<file path="src/hdl/bmte_pkg.sv">
// shared types and constants for the bitmap to ansi text encoder
package bmte_pkg;

    localparam int MAX_LINE_PIXELS = 4096;
    localparam int RUN_W           = $clog2(MAX_LINE_PIXELS + 1);
    localparam int RUN_DIGITS      = 4;
    localparam int CFG_INDEX_W     = 1;
    localparam int CFG_DATA_W      = 8;
    localparam int QUEUE_DEPTH     = 2;

    localparam logic [CFG_INDEX_W-1:0] CFG_THRESH = 1'd0;
    localparam logic [CFG_INDEX_W-1:0] CFG_MARK   = 1'd1;

    localparam logic [3:0] THRESH_RESET = 4'd5;
    localparam logic [3:0] THRESH_CAP   = 4'd7;
    localparam logic [7:0] MARK_RESET   = 8'd42;

    localparam logic [7:0] CH_ESC   = 8'd27;
    localparam logic [7:0] CH_LBR   = 8'd91;
    localparam logic [7:0] CH_H     = 8'd72;
    localparam logic [7:0] CH_J     = 8'd74;
    localparam logic [7:0] CH_C     = 8'd67;
    localparam logic [7:0] CH_SPACE = 8'd32;
    localparam logic [7:0] CH_NL    = 8'd10;
    localparam logic [7:0] CH_ZERO  = 8'd48;

    typedef struct packed {
        logic pixel;
        logic first_of_page;
        logic last_of_line;
        logic last_of_page;
    } in_t;

    typedef struct packed {
        logic [7:0] char_code;
        logic       last_of_run;
    } out_t;

    // one classified request for the character sequencer
    typedef struct packed {
        logic                      hdr;
        logic                      px;
        logic                      esc;
        logic [RUN_DIGITS-1:0][3:0] run;
        logic [1:0]                top_digit;
        logic                      eol;
        logic                      eop;
    } cmd_t;

endpackage

</file>
<file path="src/hdl/bmte_front.sv">
// front end: counts blank runs in decimal and classifies each request
module bmte_front (
    input  logic             clk,
    input  logic             rst_n,
    input  logic             in_valid,
    input  bmte_pkg::in_t    in_data,
    input  logic             queue_full,
    input  logic [3:0]       thr,
    output logic             in_stall,
    output logic             push,
    output bmte_pkg::cmd_t   cmd
);
    import bmte_pkg::*;

    logic [RUN_W-1:0]            run_bin_reg, run_bin_next;
    logic [RUN_DIGITS-1:0][3:0]  run_bcd_reg, run_bcd_next;
    logic [RUN_W-1:0]            base_bin;
    logic [RUN_DIGITS-1:0][3:0]  base_bcd;
    logic [RUN_DIGITS-1:0][3:0]  inc_bcd;
    logic                        carry;
    logic [3:0]                  thr_eff;
    logic                        accept;
    logic                        eol_any;

    assign in_stall = queue_full;
    assign accept   = in_valid && !in_stall;
    assign eol_any  = in_data.last_of_line || in_data.last_of_page;
    assign thr_eff  = (thr > THRESH_CAP) ? THRESH_CAP : thr;

    assign base_bin = in_data.first_of_page ? '0 : run_bin_reg;
    assign base_bcd = in_data.first_of_page ? '0 : run_bcd_reg;

    // decimal increment, one carry per digit
    always_comb
    begin
        carry = 1'b1;
        for (int i = 0; i < RUN_DIGITS; i++)
        begin
            if (carry && base_bcd[i] == 4'd9)
            begin
                inc_bcd[i] = 4'd0;
            end
            else
            begin
                inc_bcd[i] = base_bcd[i] + {3'd0, carry};
                carry      = 1'b0;
            end
        end
    end

    always_comb
    begin
        run_bin_next = base_bin;
        run_bcd_next = base_bcd;
        if (in_data.pixel || eol_any)
        begin
            run_bin_next = '0;
            run_bcd_next = '0;
        end
        else if (base_bin != RUN_W'(MAX_LINE_PIXELS))
        begin
            run_bin_next = base_bin + RUN_W'(1);
            run_bcd_next = inc_bcd;
        end
    end

    always_comb
    begin
        cmd.hdr = in_data.first_of_page;
        cmd.px  = in_data.pixel;
        cmd.run = base_bcd;
        cmd.eol = in_data.last_of_line;
        cmd.eop = in_data.last_of_page;
        cmd.esc = in_data.pixel &&
                  ((base_bcd[3] != 4'd0) || (base_bcd[2] != 4'd0) ||
                   (base_bcd[1] != 4'd0) || (base_bcd[0] > thr_eff));
        if (base_bcd[3] != 4'd0)
        begin
            cmd.top_digit = 2'd3;
        end
        else if (base_bcd[2] != 4'd0)
        begin
            cmd.top_digit = 2'd2;
        end
        else if (base_bcd[1] != 4'd0)
        begin
            cmd.top_digit = 2'd1;
        end
        else
        begin
            cmd.top_digit = 2'd0;
        end
    end

    // a clear pixel inside a line only counts
    assign push = accept && (in_data.first_of_page || in_data.pixel || eol_any);

    always_ff @(posedge clk or negedge rst_n)
    begin
        if (!rst_n)
        begin
            run_bin_reg <= '0;
            run_bcd_reg <= '0;
        end
        else if (accept)
        begin
            run_bin_reg <= run_bin_next;
            run_bcd_reg <= run_bcd_next;
        end
    end

endmodule

</file>
<file path="src/hdl/bmte_queue.sv">
// two-entry request queue between front end and sequencer
module bmte_queue (
    input  logic             clk,
    input  logic             rst_n,
    input  logic             push,
    input  bmte_pkg::cmd_t   push_data,
    input  logic             pop,
    output logic             full,
    output logic             empty,
    output bmte_pkg::cmd_t   head
);
    import bmte_pkg::*;

    localparam int PTR_W = $clog2(QUEUE_DEPTH);
    localparam int CNT_W = $clog2(QUEUE_DEPTH + 1);

    cmd_t             mem_reg [QUEUE_DEPTH];
    logic [PTR_W-1:0] wr_ptr_reg, wr_ptr_next;
    logic [PTR_W-1:0] rd_ptr_reg, rd_ptr_next;
    logic [CNT_W-1:0] count_reg, count_next;

    assign full  = (count_reg == CNT_W'(QUEUE_DEPTH));
    assign empty = (count_reg == '0);
    assign head  = mem_reg[rd_ptr_reg];

    always_comb
    begin
        wr_ptr_next = wr_ptr_reg;
        rd_ptr_next = rd_ptr_reg;
        count_next  = count_reg;
        if (push)
        begin
            wr_ptr_next = (wr_ptr_reg == PTR_W'(QUEUE_DEPTH - 1)) ? '0
                                                               : wr_ptr_reg + PTR_W'(1);
        end
        if (pop)
        begin
            rd_ptr_next = (rd_ptr_reg == PTR_W'(QUEUE_DEPTH - 1)) ? '0
                                                               : rd_ptr_reg + PTR_W'(1);
        end
        if (push && !pop)
        begin
            count_next = count_reg + CNT_W'(1);
        end
        else if (pop && !push)
        begin
            count_next = count_reg - CNT_W'(1);
        end
    end

    always_ff @(posedge clk)
    begin
        if (push)
        begin
            mem_reg[wr_ptr_reg] <= push_data;
        end
    end

    always_ff @(posedge clk or negedge rst_n)
    begin
        if (!rst_n)
        begin
            wr_ptr_reg <= '0;
            rd_ptr_reg <= '0;
            count_reg  <= '0;
        end
        else
        begin
            wr_ptr_reg <= wr_ptr_next;
            rd_ptr_reg <= rd_ptr_next;
            count_reg  <= count_next;
        end
    end

endmodule

</file>
<file path="src/hdl/bmte_back.sv">
// character sequencer: expands the head request into output characters
module bmte_back (
    input  logic             clk,
    input  logic             rst_n,
    input  logic             empty,
    input  bmte_pkg::cmd_t   head,
    input  logic [7:0]       mark,
    input  logic             out_stall,
    output logic             pop,
    output logic             out_valid,
    output bmte_pkg::out_t   out_data
);
    import bmte_pkg::*;

    typedef enum logic [8:0] {
        P_IDLE    = 9'b000000001,
        P_HDR     = 9'b000000010,
        P_ESC_PRE = 9'b000000100,
        P_DIG     = 9'b000001000,
        P_ESC_C   = 9'b000010000,
        P_SPACE   = 9'b000100000,
        P_MARK    = 9'b001000000,
        P_HOME    = 9'b010000000,
        P_NL      = 9'b100000000
    } phase_t;

    phase_t     phase_reg, phase_next;
    logic [2:0] cnt_reg, cnt_next;
    phase_t     cur_ph;
    logic [2:0] cur_cnt;
    phase_t     end_ph, run_ph, start_ph;
    logic [2:0] run_cnt;
    logic       out_valid_reg;
    out_t       out_reg;
    logic [7:0] ch;
    logic       advance;
    logic       last;

    // section entry points for the head request
    always_comb
    begin
        if (head.eop)
        begin
            end_ph = P_HOME;
        end
        else if (head.eol)
        begin
            end_ph = P_NL;
        end
        else
        begin
            end_ph = P_IDLE;
        end

        run_cnt = 3'd0;
        if (head.esc)
        begin
            run_ph = P_ESC_PRE;
        end
        else if (head.run[0] != 4'd0)
        begin
            run_ph  = P_SPACE;
            run_cnt = head.run[0][2:0];
        end
        else
        begin
            run_ph = P_MARK;
        end

        if (head.hdr)
        begin
            start_ph = P_HDR;
        end
        else if (head.px)
        begin
            start_ph = run_ph;
        end
        else
        begin
            start_ph = end_ph;
        end
    end

    assign cur_ph  = (phase_reg == P_IDLE) ? start_ph : phase_reg;
    assign cur_cnt = (phase_reg == P_IDLE) ? ((start_ph == P_SPACE) ? run_cnt : 3'd0)
                                           : cnt_reg;

    always_comb
    begin
        ch         = CH_ESC;
        phase_next = P_IDLE;
        cnt_next   = 3'd0;
        case (cur_ph)
            P_HDR:
            begin
                case (cur_cnt)
                    3'd1, 3'd4: ch = CH_LBR;
                    3'd2:       ch = CH_H;
                    3'd5:       ch = CH_J;
                    default:    ch = CH_ESC;
                endcase
                if (cur_cnt == 3'd5)
                begin
                    phase_next = head.px ? run_ph : end_ph;
                    cnt_next   = head.px ? run_cnt : 3'd0;
                end
                else
                begin
                    phase_next = P_HDR;
                    cnt_next   = cur_cnt + 3'd1;
                end
            end
            P_ESC_PRE:
            begin
                ch = (cur_cnt == 3'd0) ? CH_ESC : CH_LBR;
                if (cur_cnt == 3'd0)
                begin
                    phase_next = P_ESC_PRE;
                    cnt_next   = 3'd1;
                end
                else
                begin
                    phase_next = P_DIG;
                    cnt_next   = {1'b0, head.top_digit};
                end
            end
            P_DIG:
            begin
                ch = CH_ZERO + {4'd0, head.run[cur_cnt[1:0]]};
                if (cur_cnt == 3'd0)
                begin
                    phase_next = P_ESC_C;
                end
                else
                begin
                    phase_next = P_DIG;
                    cnt_next   = cur_cnt - 3'd1;
                end
            end
            P_ESC_C:
            begin
                ch         = CH_C;
                phase_next = P_MARK;
            end
            P_SPACE:
            begin
                ch = CH_SPACE;
                if (cur_cnt == 3'd1)
                begin
                    phase_next = P_MARK;
                end
                else
                begin
                    phase_next = P_SPACE;
                    cnt_next   = cur_cnt - 3'd1;
                end
            end
            P_MARK:
            begin
                ch         = mark;
                phase_next = end_ph;
            end
            P_HOME:
            begin
                case (cur_cnt)
                    3'd1:    ch = CH_LBR;
                    3'd2:    ch = CH_H;
                    default: ch = CH_ESC;
                endcase
                if (cur_cnt != 3'd2)
                begin
                    phase_next = P_HOME;
                    cnt_next   = cur_cnt + 3'd1;
                end
            end
            P_NL:
            begin
                ch = CH_NL;
            end
            default:
            begin
                ch = CH_ESC;
            end
        endcase
    end

    assign advance = !empty && (!out_valid_reg || !out_stall);
    assign last    = (phase_next == P_IDLE);
    assign pop     = advance && last;

    always_ff @(posedge clk or negedge rst_n)
    begin
        if (!rst_n)
        begin
            phase_reg     <= P_IDLE;
            cnt_reg       <= 3'd0;
            out_valid_reg <= 1'b0;
        end
        else
        begin
            if (advance)
            begin
                phase_reg     <= phase_next;
                cnt_reg       <= cnt_next;
                out_valid_reg <= 1'b1;
            end
            else if (!out_stall)
            begin
                out_valid_reg <= 1'b0;
            end
        end
    end

    always_ff @(posedge clk)
    begin
        if (advance)
        begin
            out_reg.char_code   <= ch;
            out_reg.last_of_run <= last;
        end
    end

    assign out_valid = out_valid_reg;
    assign out_data  = out_reg;

    // a request stays at the queue head until its last character
    a_busy_has_head: assert property (@(posedge clk) disable iff (!rst_n)
        phase_reg != P_IDLE |-> !empty)
        else $error("sequencer busy with an empty queue");

    a_digit_range: assert property (@(posedge clk) disable iff (!rst_n)
        phase_reg == P_DIG |-> cnt_reg[2] == 1'b0)
        else $error("digit index out of range");

    a_space_count: assert property (@(posedge clk) disable iff (!rst_n)
        phase_reg == P_SPACE |-> cnt_reg != 3'd0)
        else $error("space phase with zero spaces left");

    a_hold_on_stall: assert property (@(posedge clk) disable iff (!rst_n)
        out_valid_reg && out_stall |=> phase_reg == $past(phase_reg))
        else $error("sequencer moved while output stalled");

endmodule

</file>
<file path="src/hdl/bitmap_to_ansi_text_encoder.sv">
// top level of the bitmap to ansi text encoder
// One pixel per request in, one terminal character per cycle out while out_stall is low. The
// front end takes a pixel every cycle while its two-entry queue has room; pixels that cause
// no output (clear pixels inside a line) only update the blank-run counter. The sequencer
// then expands each queued request into 1 to 11 characters, e.g. 1 for a newline, run
// length plus 1 for a short run and its mark, digits plus 4 for a cursor-forward run, plus 6
// for a page header and 3 for a page-end home. The output character channel sets the
// sustained rate. Registers: index 0 escape threshold (4 bits, reset 5, above 7 acts as 7),
// index 1 mark character (8 bits, reset 42); write them only while the block is idle.
module bitmap_to_ansi_text_encoder (
    input  logic                                clk,
    input  logic                                rst_n,
    input  logic                                in_valid,
    output logic                                in_stall,
    input  bmte_pkg::in_t                       in_data,
    output logic                                out_valid,
    input  logic                                out_stall,
    output bmte_pkg::out_t                      out_data,
    input  logic                                cfg_we,
    input  logic [bmte_pkg::CFG_INDEX_W-1:0]    cfg_index,
    input  logic [bmte_pkg::CFG_DATA_W-1:0]     cfg_data
);
    import bmte_pkg::*;

    logic [3:0] thr_reg;
    logic [7:0] mark_reg;
    logic       push;
    logic       pop;
    logic       queue_full;
    logic       queue_empty;
    cmd_t       push_cmd;
    cmd_t       head_cmd;

    always_ff @(posedge clk or negedge rst_n)
    begin
        if (!rst_n)
        begin
            thr_reg  <= THRESH_RESET;
            mark_reg <= MARK_RESET;
        end
        else if (cfg_we)
        begin
            case (cfg_index)
                CFG_THRESH: thr_reg  <= cfg_data[3:0];
                CFG_MARK:   mark_reg <= cfg_data[7:0];
                default:    ;
            endcase
        end
    end

    bmte_front u_front (
        .clk        (clk),
        .rst_n      (rst_n),
        .in_valid   (in_valid),
        .in_data    (in_data),
        .queue_full (queue_full),
        .thr        (thr_reg),
        .in_stall   (in_stall),
        .push       (push),
        .cmd        (push_cmd)
    );

    bmte_queue u_queue (
        .clk       (clk),
        .rst_n     (rst_n),
        .push      (push),
        .push_data (push_cmd),
        .pop       (pop),
        .full      (queue_full),
        .empty     (queue_empty),
        .head      (head_cmd)
    );

    bmte_back u_back (
        .clk       (clk),
        .rst_n     (rst_n),
        .empty     (queue_empty),
        .head      (head_cmd),
        .mark      (mark_reg),
        .out_stall (out_stall),
        .pop       (pop),
        .out_valid (out_valid),
        .out_data  (out_data)
    );

endmodule

</file>
<file path="config.mk">
export PLATFORM = sky130hd
export DESIGN_NAME = bitmap_to_ansi_text_encoder
export DESIGN_NICKNAME = d
export VERILOG_FILES = /design/src/hdl/bmte_pkg.sv /design/src/hdl/bmte_front.sv /design/src/hdl/bmte_queue.sv /design/src/hdl/bmte_back.sv /design/src/hdl/bitmap_to_ansi_text_encoder.sv
export SDC_FILE = /design/constraint.sdc
export NUM_CORES = 1
export LEC_CHECK = 0
export BUFFER_PORTS_ARGS = -buffer_cell sky130_fd_sc_hd__buf_2
export CAP_MARGIN = 30
export CORE_MARGIN = 8
export CORE_UTILIZATION = 60
export DETAILED_ROUTE_END_ITERATION = 7
export PLACE_DENSITY = 0.78
export SYNTH_ARGS = -nofsm -noshare
export SYNTH_HDL_FRONTEND = slang
export SYNTH_SLANG_ARGS = --single-unit
</file>
<file path="constraint.sdc">
create_clock -name clk -period 7.6 [get_ports clk]
set_input_delay 0.38 -clock clk [delete_from_list [all_inputs] [get_ports clk]]
set_output_delay 0.38 -clock clk [all_outputs]
set_load 0.05 [all_outputs]
</file>
-- After elaboration in Yosys (flattened, before gate mapping)
Memories as Yosys holds them, arrays and structs flattened.
Index checks and enable logic that the tools add are counted.
Widths: inputs -> output; s select.
- flip-flop bits (word level): 67
- memory bits (writable): 46
- input bits: 18
- output and inout port bits: 11
- word-level logic and storage cells: 144
- memories kept: 1
- $add $sub $neg: 12
- order comparisons: 3
- eq/ne operators: 23
- multiplexer cells: 55
- bitwise gates (word level): 1
- reduce and logical (&&, ||, !) cells: 34
- memory list (name ; depth ; bits a word ; rd ports ; clocked after memory_dff ; write ports ; RTL line ; source):
    u_queue.mem_reg ; 2 ; 23 ; 1 ; 0 ; 1 ; bmte_queue.sv:17 ; cmd_t mem_reg [QUEUE_DEPTH];
- operator list (operator ; count):
    $pmux 8 s8 ; 1
    $mux 9 ; 7
    $pmux 9 s7 ; 1
    $mux 16 ; 3
    $mux 13 ; 3
    $mux 4 ; 7
    $mux 3 ; 9
    $mux 7 ; 3
    $pmux 7 s3 ; 1
    $eq 9x1->1 const B ; 2
    $eq 9x6->1 const B ; 2
    $eq 4x4->1 const B ; 4
    $reduce_bool 4->1 ; 4
    $pmux 3 s5 ; 1
    $pmux 7 s2 ; 1
    $add 13x1->13 const B ; 1
    $ne 13x13->1 const B ; 1
    $add 4x1->4 ; 3
    $logic_and 1x1->1 ; 10
    $mux 1 ; 10
    $mux 2 ; 5
    $eq 9x2->1 const B ; 1
    $eq 9x3->1 const B ; 1
    $eq 9x4->1 const B ; 1
    other kinds (31) ; 46

-- Logic depth before layout (Yosys ltp)
Gate-level depths: netlist of the first run.
An unclocked memory read counts as a cell.
- depth after elaboration: 17
- mapped depth: 17
- mapped depth without buffers: 14

-- By module
A second synthesis of the first run with hierarchy kept.
- cell total of the unflattened synthesis: 594
- area, all modules: 6511.2 um^2
- by module, submodules not included (module ; times used ; cells an instance ; area each (um^2) ; seq. area each (um^2)):
    bmte_front ; 1 ; 240 ; 2112.0 ; 725.7
    bmte_back ; 1 ; 240 ; 1983.2 ; 596.8
    bmte_queue ; 1 ; 88 ; 1949.4 ; 1481.4
    bitmap_to_ansi_text_encoder ; 1 ; 26 ; 466.7 ; 306.5

-- Least setup slack after synthesis of the first run
Ideal clock, no wire load.
- kind: register to register
- from: register u_queue.rd_ptr_reg
- to: register u_queue.count_reg[1]
- library setup time: 0.079 ns
- data arrival time: 3.525 ns
- data required time: 7.521 ns
- setup slack: 3.995 ns
- stages on the path, launching flop included: 18
- path buffers: 5
- period minus slack after synthesis: 3.605 ns
- cell sequence: dfrtp_1 buf_2 buf_2 buf_2 mux2_2 a32o_1 clkbuf_1 inv_1 ha_1 clkbuf_1 nor2b_1 o211ai_1 a31oi_4 inv_1 ha_1 xor2_1 nor2_1 xor2_1
- word-level cells in the longest chain between the ends: 17
- elaborated cells between the ends (all ways): 38
- classes of those cells: 12 x eq/ne; 18 x mux; 7 x reduce/logical; 1 x memory
- ends and longest elaborated chain (what ; RTL line ; source):
    start, declared ; bmte_queue.sv:19 ; logic [PTR_W-1:0] rd_ptr_reg, rd_ptr_next;
    start signal, assigned ; bmte_queue.sv:70 ; rd_ptr_reg <= rd_ptr_next;
    $mem_v2 2x23 (*) ; n/a ;
    $reduce_bool 4->1 ; bmte_back.sv:60 ; else if (head.run[0] != 4'd0)
    $mux 7 ; bmte_back.sv:60 ;
    $mux 9 ; bmte_back.sv:56 ; if (head.esc)
    $mux 9 ; bmte_back.sv:74, bmte_back.sv:104 ;
    $mux 9 ; bmte_back.sv:70 ; if (head.hdr)
    $eq 9x6->1 ; bmte_back.sv:85 ; assign cur_cnt = (phase_reg == P_IDLE) ? ((start_ph == P_SPACE) ? run_cnt : 3'd0)
    $mux 3 (2 in series) ; bmte_back.sv:85 ;
    $ne 3x2->1, or another cell as far along ; bmte_back.sv:170 ; if (cur_cnt != 3'd2)
    $mux 8, or another cell as far along ; bmte_back.sv:170 ;
    $pmux 9 s7 (*) ; bmte_back.sv:93 ; case (cur_ph)
    $eq 9x1->1 (*) ; bmte_back.sv:188 ; assign last = (phase_next == P_IDLE);
    $logic_and 1x1->1 (*) ; bmte_back.sv:189 ; assign pop = advance && last;
    $logic_not 1->1 ; bmte_queue.sv:41 ; if (push && !pop)
    $logic_and 1x1->1 ; bmte_queue.sv:41 ;
    $mux 2 or $reduce_bool 2->1 (tied branches) ; n/a ;
    end signal, assigned ; bmte_queue.sv:71 ; count_reg <= count_next;
    end, declared ; bmte_queue.sv:20 ; logic [CNT_W-1:0] count_reg, count_next;
Every way passes the cells marked *; elsewhere a longest branch is shown, timed or not.
A chain may end at the register's enable or synchronous reset.

-- Final worst setup path of the first run
Same ends and word-level chain as after synthesis.

==> results by group, run 1 <==
Finish
  – Final Net Count: 667
  – Max reg flops: 46
  – Share of layout cells above drive strength 1: 0.1745
  – Commonest non-fill, non-tap cell in the layout: nand2_1
  – Fin area: 0.007281 mm^2
  – Most frequent cells in the layout: 68 x nand2_1, 55 x edfxtp_1, 52 x dfrtp_1, 46 x o21ai_0, 32 x nor2_1
  – Ant. Diodes: 0
  – Layout area overhead: 12.75%

STA
  – Final Hold Fails: 0
  – Final TNS setup: 0 ps
  – Tightest Pin Transition: 933.9 ps
  – Final Skew: 6.230 ps
  – FMAX: 253.5 MHz
  – Slew headroom: 0.3759
  – Final Critical Period: 3944 ps
  – RSZ-0062 raised after global routing: no
  – Slew Viols, Final: 0
  – Final setup fails: 0
  – Tcrit/Tclk final: 0.5190
  – Fin Hold WS: 17.21 ps

CTS
  – Clock Sinks: 113
  – Total setup buffers inserted after CTS: 0
  – TritonCTS clock tree: yes
  – CTS H-tree depth: 4
  – Clk buf depth: 2
  – Clock-pin transition on the worst setup and hold timing paths: 60 ps
  – Clk Latency, worst-skew pair: 530 ps
  – TritonCTS buffer count: 17
  – # hold bufs at CTS: 0
  – CTS resizes: 0
  – Root Buffer: clkbuf_8

Placed design
  – DP Area: 0.006744 mm^2
  – IO Port Bufs: 28
  – Hpwl dp: 10870 um
  – Final GP Congestion: 0.9418

Min path
  – HP Class: input port to async pin

Critical path
  – Slowest stage cell on the critical path: nor4b_1
  – Max incr delay on CP: 690 ps
  – Worst EP required: 8010 ps
  – Type of element capturing the critical path: register
  – Worst path cell trace: buf_4, nor4b_1, o2111a_1, a32o_1, inv_1, ha_1, nor2b_1, o211ai_1, a31oi_4, inv_1, ha_1, xor2_1, nor2_1, xor2_1
  – Crit path kind: register to register
  – Worst setup SP type: register
  – CP arrival: 4360 ps
  – Worst Path Max Fanout: 43

Floorplanning
  – Initial core utilization: 0.6063
  – Ports: 29
  – Row count: 38
  – Die H: 119.7 um
  – DIE AREA: 0.01434 mm^2
  – Chip Width: 119.7 um
  – CORE AREA: 0.01065 mm^2

Yosys
  – Synth Net Count: 636
  – Async SR Flop Fraction: 0.5133
  – Post-synth EDFFs: 55
  – Post-synth top area share: 0.2558
  – Xor/xnor share of the synthesized area: 0.01763
  – Synth Area in Compound Gates: 0.1635
  – Synthesis Warnings: 0
  – Synth cell types: 84
  – Main synth FF type: edfxtp_1
  – Top cells by area, synth: edfxtp_1 26%, dfrtp_1 20%, nand2_1 4.0%, ha_1 3.9%, o21ai_0 3.6%
  – Adder-Cell Fraction of Synth Area: 0.03875
  – Number of synthesized register bits: 113
  – Simple-gate share of the synthesized area: 0.1955
  – Largest area contributor in the netlist: edfxtp_1
  – Sequential area share after synthesis: 0.4817
  – Multiplexer share of the synthesized area: 0.07421
  – Combinational family with the most area after synthesis: simple AND/OR/NAND/NOR gates
  – Gate Count Post-Synth: 598
  – Mapped cell area: 0.006457 mm^2
  – Mean Syn Cell Area: 10.80 um^2

Route
  – Avg WL per Cell: 19.79 um
  – Via count: 5044
  – Initial DRC Count: 404
  – Final WL: 15470 um
  – Pre-Repair DR Iteration Count: 6
  – Post-DR vias/cell: 6.450
  – Residual DRC: 0
  – Post-route ant nets: 0

Global route
  – Vias in the first global route: 4905
  – Grt ovf: 0
  – Largest net degree at the start of global routing: 59
  – Initial antenna violation count: 0
  – First-pass GRT wire length: 25460 um
  – GR Util All Layers: 0.2252

Flow run
  – Maxcap violations: 0

Power and ir drop
  – Max VDD drop: 0.2106 mV
  – Leak: 2.942 nW
  – Power density cells: 367.9 mW/mm^2

Outcome
  – Status: finished clean
-- metrics by stage --
stage | power, mW | std cells | utilization | worst slack [ps]
6_report | 2.678 | 782 | 0.6836 | 3656
5_1_grt | 2.815 | 782 | 0.6836 | 3335
4_1_cts | 2.672 | 781 | 0.6829 | 3653
3_5_place_dp | 1.957 | 749 | 0.6332 | 3680
3_3_place_gp | 1.928 | 748 | 0.6306 | 3820
2_1_floorplan | 1.693 | 598 | - | 3995
-- Yosys cell counts, drive strengths merged, types with 11 or more instances --
cell and count:
nand2 68, edfxtp 55, dfrtp 52, o21ai 49, nor2 32, nor2b 23, a21oi 20, ha 20
inv 19, clkbuf 16, mux2 15, mux2i 13, and3 12, nor3 12, nand3 11, o31ai 11
xor2 11
-- cells by family (layout without fill, tap and decap cells) --
| logic type | Yosys count | in the layout |
|---|---|---|
| fa+ha+maj | 20 | 20 |
| buf+inv | 44 | 88 |
| other cells | 1 | 1 |
| flops | 113 | 113 |
| mux | 36 | 36 |
| xor+xnor | 13 | 13 |
| compound gates | 149 | 149 |
| simple gates | 222 | 222 |
-- layer usage --
layer,global-route usage,up-vias,wire [um]
met5,0,-,0
met4,0.1132,0,615
met3,0.05589,55,827
met2,0.3629,218,7430
met1,0.2776,2436,6598
li1,-,2335,-
-- where the power goes --
group / switching, mW / internal [mW]
Combinational: 0.685 / 0.399
Clock: 0.276 / 0.435
Sequential: 0.0819 / 0.801
-- worst max-delay path: cells and delay by family (launching register included) --
kind                     cells  cell delay [ps]
AO/OA/AOI/OAI                4             1210
adder cells (fa/ha/maj)      2              500
XOR/XNOR                     2              270
flip-flops                   1              370
buffers and inverters        3              510
AND/OR/NAND/NOR              3              960
-- final cells by class --
cell class | instances | area (um^2)
fill | 807 | 3369
clock inverter | 12 | 93.84
tap | 140 | 175.2
timing repair buffer | 36 | 220.2
sequential | 113 | 3110
clock buffer | 20 | 435.4
multi-input combinational | 441 | 3171
inverter | 20 | 75.07
-- final timing paths --
| check | endpoint | startpoint | cells after the start | slack, ps |
|---|---|---|---|---|
| min in group clk | u_queue.mem_reg[1][0] | in_data[0] | 1 | 80 |
| worst max register to register | u_queue.count_reg[1] | u_queue.rd_ptr_reg | 14 | 3660 |
| worst min-delay path | u_back.phase_reg[2] | rst_n | 2 | 20 |
| max in group asynchronous | u_front.run_bcd_reg[13] | rst_n | 2 | 7050 |
| worst max-delay path | u_queue.count_reg[1] | u_queue.rd_ptr_reg | 14 | 3660 |
| worst min register to register | u_front.run_bcd_reg[8] | u_front.run_bcd_reg[8] | 2 | 480 |
Power figures use the tool's default switching activity.
==> inputs of run 2 (changes only) <==
- clock period: 7.6 -> 3.9 ns (I/O delays scaled with it)
==> run 2 against run 1 <==
  * Clock power rose by 100%
  * Register-to-register slack got worse by 3300 ps
  * Via count rose by 0.95%
  * Largest cell class unchanged
  * Clock-buffer cell count rose by 4
  * Core utilization rose by 1.9 points
  * Critical endpoint unchanged
  * Largest power group unchanged
==> results by group, run 2 (synthesis gave the netlist of run 1 again) <==
Outcome
  – Status: finished clean

STA
  – FMAX: 283.1 MHz
  – Fin Hold WS: 67.93 ps
  – Final TNS setup: 0 ps
  – Slew Viols, Final: 0
  – Final Hold Fails: 0
  – RSZ-0062 raised after global routing: no
  – Final Critical Period: 3532 ps
  – Final Skew: 8.570 ps
  – Final setup fails: 0
  – Tightest Pin Transition: 840.1 ps
  – Tcrit/Tclk final: 0.9056
  – Slew headroom: 0.4379

Finish
  – Commonest non-fill, non-tap cell in the layout: nand2_1
  – Fill count: 778
  – Most frequent cells in the layout: 68 x nand2_1, 55 x edfxtp_1, 52 x dfrtp_1, 46 x o21ai_0, 32 x nor2_1
  – Share of layout cells above drive strength 1: 0.1789
  – Final Net Count: 690
  – Fin cells: 805
  – Ant. Diodes: 0
  – Max reg flops: 46
  – Fin area: 0.007487 mm^2
  – Layout area overhead: 15.95%

CTS
  – Clk Latency, worst-skew pair: 530 ps
  – CTS H-tree depth: 4
  – TritonCTS clock tree: yes
  – Clock-pin transition on the worst setup and hold timing paths: 60 ps
  – Clk buf depth: 2
  – Clock Sinks: 113
  – TritonCTS buffer count: 17
  – Root Buffer: clkbuf_8

Min path
  – HP Class: input port to register

Global route
  – Largest net degree at the start of global routing: 36
  – GR Util All Layers: 0.2390
  – GR Util met3: 0.05167
  – Initial antenna violation count: 0
  – Vias in the first global route: 5240
  – M1 GR Usage: 0.2700
  – First-pass GRT wire length: 26810 um
  – GR Layer Usage met2: 0.4013
  – Most used routing layer: met2
  – Grt ovf: 0

Floorplanning
  – DIE AREA: 0.01434 mm^2
  – Initial core utilization: 0.6063
  – Row count: 38
  – CORE AREA: 0.01065 mm^2
  – Chip Width: 119.7 um
  – Ports: 29
  – Die H: 119.7 um

Route
  – Residual DRC: 0
  – Post-DR vias/cell: 6.325
  – Initial DRC Count: 400
  – Final WL: 16540 um
  – Post-route ant nets: 0
  – Via count: 5092
  – Pre-Repair DR Iteration Count: 5
  – Avg WL per Cell: 20.54 um

Power and ir drop
  – Comb power frac: 0.407
  – Pint: 3.304 mW
  – Clock power frac: 0.268
  – Power density cells: 716.1 mW/mm^2
  – Net Switching: 2.058 mW
  – Sw Ratio: 0.3838
  – Sequential power share: 0.325
  – Max VDD drop: 0.4514 mV
  – Leak: 3.055 nW

Critical path
  – Worst Path Max Fanout: 14
  – Worst EP required: 4350 ps
  – Worst path cell trace: nor4b_1, o2111a_1, a32o_1, ha_1, o2111a_1, o21ai_0, a31oi_4, inv_1, ha_1, xor2_1, nor2_1, xor2_1
  – Worst path bufs/invs: 1
  – CP arrival: 3980 ps
  – Slowest stage cell on the critical path: nor4b_1
  – Worst setup SP type: register
  – Top delay family on crit path: compound AO/OA/AOI/OAI gates
  – Type of element capturing the critical path: register
  – Crit path kind: register to register
  – Max incr delay on CP: 660 ps

Placed design
  – DP Area: 0.006814 mm^2
  – Placed insts: 760
  – Final GP Congestion: 0.9064
  – Hpwl dp: 11810 um
  – IO Port Bufs: 28

Flow run
  – Maxcap violations: 0
-- run 2: final timing paths --
path	from	end	slack [ps]	depth (start not counted)
max reg2reg	u_queue.rd_ptr_reg	u_queue.count_reg[1]	370	12
min in group asynchronous	rst_n	u_back.phase_reg[7]	200	2
max in group asynchronous	rst_n	u_front.run_bin_reg[11]	2800	3
max	u_queue.rd_ptr_reg	u_queue.count_reg[1]	370	12
min	in_data[2]	u_queue.mem_reg[0][22]	70	1
min reg2reg	u_front.run_bcd_reg[12]	u_front.run_bcd_reg[12]	470	2
-- run 2: metrics by stage --
step	total power, mW	util	setup WS, ps
2_1_floorplan	3.300	-	295.4
3_3_place_gp	3.870	0.6384	567.4
3_5_place_dp	3.901	0.6398	439.9
4_1_cts	5.362	0.7030	387.6
5_1_grt	5.620	0.7030	127.5
6_report	5.362	0.7030	368.2
-- run 2: metal layers --
layer	routed length [um]	vias up
li1	-	2378
met2	8323	190
met4	826	0
met5	0	-
met1	6626	2459
met3	758	65
-- run 2: area by class of cell --
type,instances,area (um^2),share of cell area
timing repair buffer,59,412.9,0.05515
sequential,113,3110,0.4154
multi-input combinational,441,3171,0.4235
inverter,20,75.07,0.01003
clock inverter,8,92.59,0.01237
clock buffer,24,450.4,0.06016
tap,140,175.2,0.02340
-- run 2: power groups by stage --
stage                     Clock [mW]  Combinational, mW  Sequential [mW]
after floorplan                    0               1.44             1.86
after global placement             0               2.12             1.75
after detailed placement           0               2.15             1.75
after CTS                       1.45               2.17             1.74
after global routing            1.50               2.35             1.76
final                           1.44               2.18             1.74
-- run 2: timing repair --
item | in CTS | in global routing
setup buffers | 0 | 0
hold buffers | 13 | 0
gates resized for setup | 0 | 0
endpoints found under the hold margin | 36 | 0
==> inputs of run 3 (changes only) <==
- CORE_UTILIZATION: 60 -> 49
- PLACE_DENSITY: 0.78 -> 0.66
==> run 3 against run 2 <==
  * Largest cell class unchanged
  * Sequential power about the same
  * Clock skew down 1.4 ps
  * Sequential share of layout area up 0.34 points
  * Critical path type unchanged
  * Register-to-register slack better by 60 ps
==> results by group, run 3 (synthesis gave the netlist of run 1 again) <==
Floorplanning
  – Initial core utilization: 0.4955
  – Row count: 42
  – Ports: 29
  – CORE AREA: 0.01303 mm^2
  – DIE AREA: 0.01711 mm^2
  – Chip Width: 130.8 um
  – Die H: 130.8 um

Finish
  – Max reg flops: 46
  – Commonest non-fill, non-tap cell in the layout: nand2_1
  – Share of layout cells above drive strength 1: 0.1868
  – Most frequent cells in the layout: 68 x nand2_1, 55 x edfxtp_1, 52 x dfrtp_1, 46 x o21ai_0, 32 x nor2_1
  – Ant. Diodes: 0
  – Fin area: 0.007426 mm^2
  – Fin cells: 829
  – Layout area overhead: 15.00%
  – Final Net Count: 678

Placed design
  – Final GP Congestion: 0.9337
  – DP Area: 0.006852 mm^2
  – Placed insts: 796
  – Hpwl dp: 11420 um
  – IO Port Bufs: 28

Route
  – Initial DRC Count: 359
  – Residual DRC: 0
  – Via count: 4970
  – Post-DR vias/cell: 5.995
  – Pre-Repair DR Iteration Count: 8
  – Final WL: 15600 um
  – Post-route ant nets: 0
  – Avg WL per Cell: 18.82 um

STA
  – Final TNS setup: 0 ps
  – FMAX: 288.2 MHz
  – Slew Viols, Final: 0
  – Slew headroom: 0.4709
  – RSZ-0062 raised after global routing: no
  – Tightest Pin Transition: 787.6 ps
  – Fin Hold WS: 17.03 ps
  – Final setup fails: 0
  – Final Critical Period: 3469 ps
  – Final Skew: 7.145 ps
  – Tcrit/Tclk final: 0.8896
  – Final Hold Fails: 0

Flow run
  – Maxcap violations: 0

Min path
  – HP Class: input port to register

CTS
  – CTS H-tree depth: 4
  – Root Buffer: clkbuf_16
  – Clock Sinks: 113
  – TritonCTS buffer count: 17
  – Clk Latency, worst-skew pair: 410 ps
  – CTS resizes: 0
  – TritonCTS clock tree: yes
  – Clock-pin transition on the worst setup and hold timing paths: 60 ps
  – Clk buf depth: 2

Global route
  – GR Util All Layers: 0.1945
  – Grt ovf: 0
  – Initial antenna violation count: 0
  – First-pass GRT wire length: 25540 um
  – Vias in the first global route: 4956
  – Largest net degree at the start of global routing: 31

Power and ir drop
  – Max VDD drop: 0.3696 mV
  – Power density cells: 721.6 mW/mm^2
  – Leak: 3.022 nW
  – Pwr Total: 5.359 mW

Critical path
  – Crit path kind: register to register
  – CP arrival: 3810 ps
  – Worst setup SP type: register
  – Worst Path Max Fanout: 9
  – Worst EP required: 4240 ps
  – Type of element capturing the critical path: register

Outcome
  – Status: finished clean
run 3: where the power goes:
part	switching, mW	internal (mW)
Sequential	0.176	1.56
Clock	0.529	0.949
Combinational	1.34	0.801
run 3: cell type report:
class	count	area [um^2]
Clock buffer	21	450.4
Clock inverter	11	113.9
Fill cell	1153	5607
Inverter	20	75.07
Multi-Input combinational cell	441	3171
Sequential cell	113	3110
Tap cell	176	220.2
Timing Repair Buffer	47	285.3
run 3: stage by stage:
stage | util | worst slack, ps
finish | 0.5698 | 430.7
global route | 0.5698 | 181.6
CTS | 0.5698 | 433.0
detailed placement | 0.5257 | 459.1
global placement | 0.5257 | 544.2
floorplan | - | 295.4
run 3: worst max-delay path, stage by stage (launching register included):
cell and delay [ps]:
dfstp_2 570, nor2b_1 540, nand3_2 330, a32o_1 330
inv_1 110, ha_1 170, nor2b_1 230, o211ai_1 190
a31oi_4 260, inv_1 70, ha_1 300, nor2_1 140
xor2_1 150
run 3: path summary, 6_finish.rpt:
check / from / depth (start not counted) / to / slack, ps
setup / recovery: u_back.phase_reg[0] / 12 / u_queue.count_reg[1] / 430
setup reg to reg: u_back.phase_reg[0] / 12 / u_queue.count_reg[1] / 430
hold / removal: out_stall / 3 / u_back.out_valid / 20
max in group asynchronous: rst_n / 3 / u_front.run_bcd_reg[13] / 2650
hold reg to reg: u_front.run_bcd_reg[8] / 2 / u_front.run_bcd_reg[8] / 480
min in group asynchronous: rst_n / 2 / u_back.phase_reg[1] / 390
run 3: metal layers:
metal  up-vias  track usage  part of all wire
met3        43      0.04586             0.055
met4         0      0.09926             0.033
met1      2414       0.2385              0.44
met2       155       0.3152              0.48
met5         -            0                 0
li1       2358            -                 -
run 3: repair_timing:
item	CTS	global route
hold buffers	1	0
hold endpoints to repair	23	0
buffers inserted	0	0
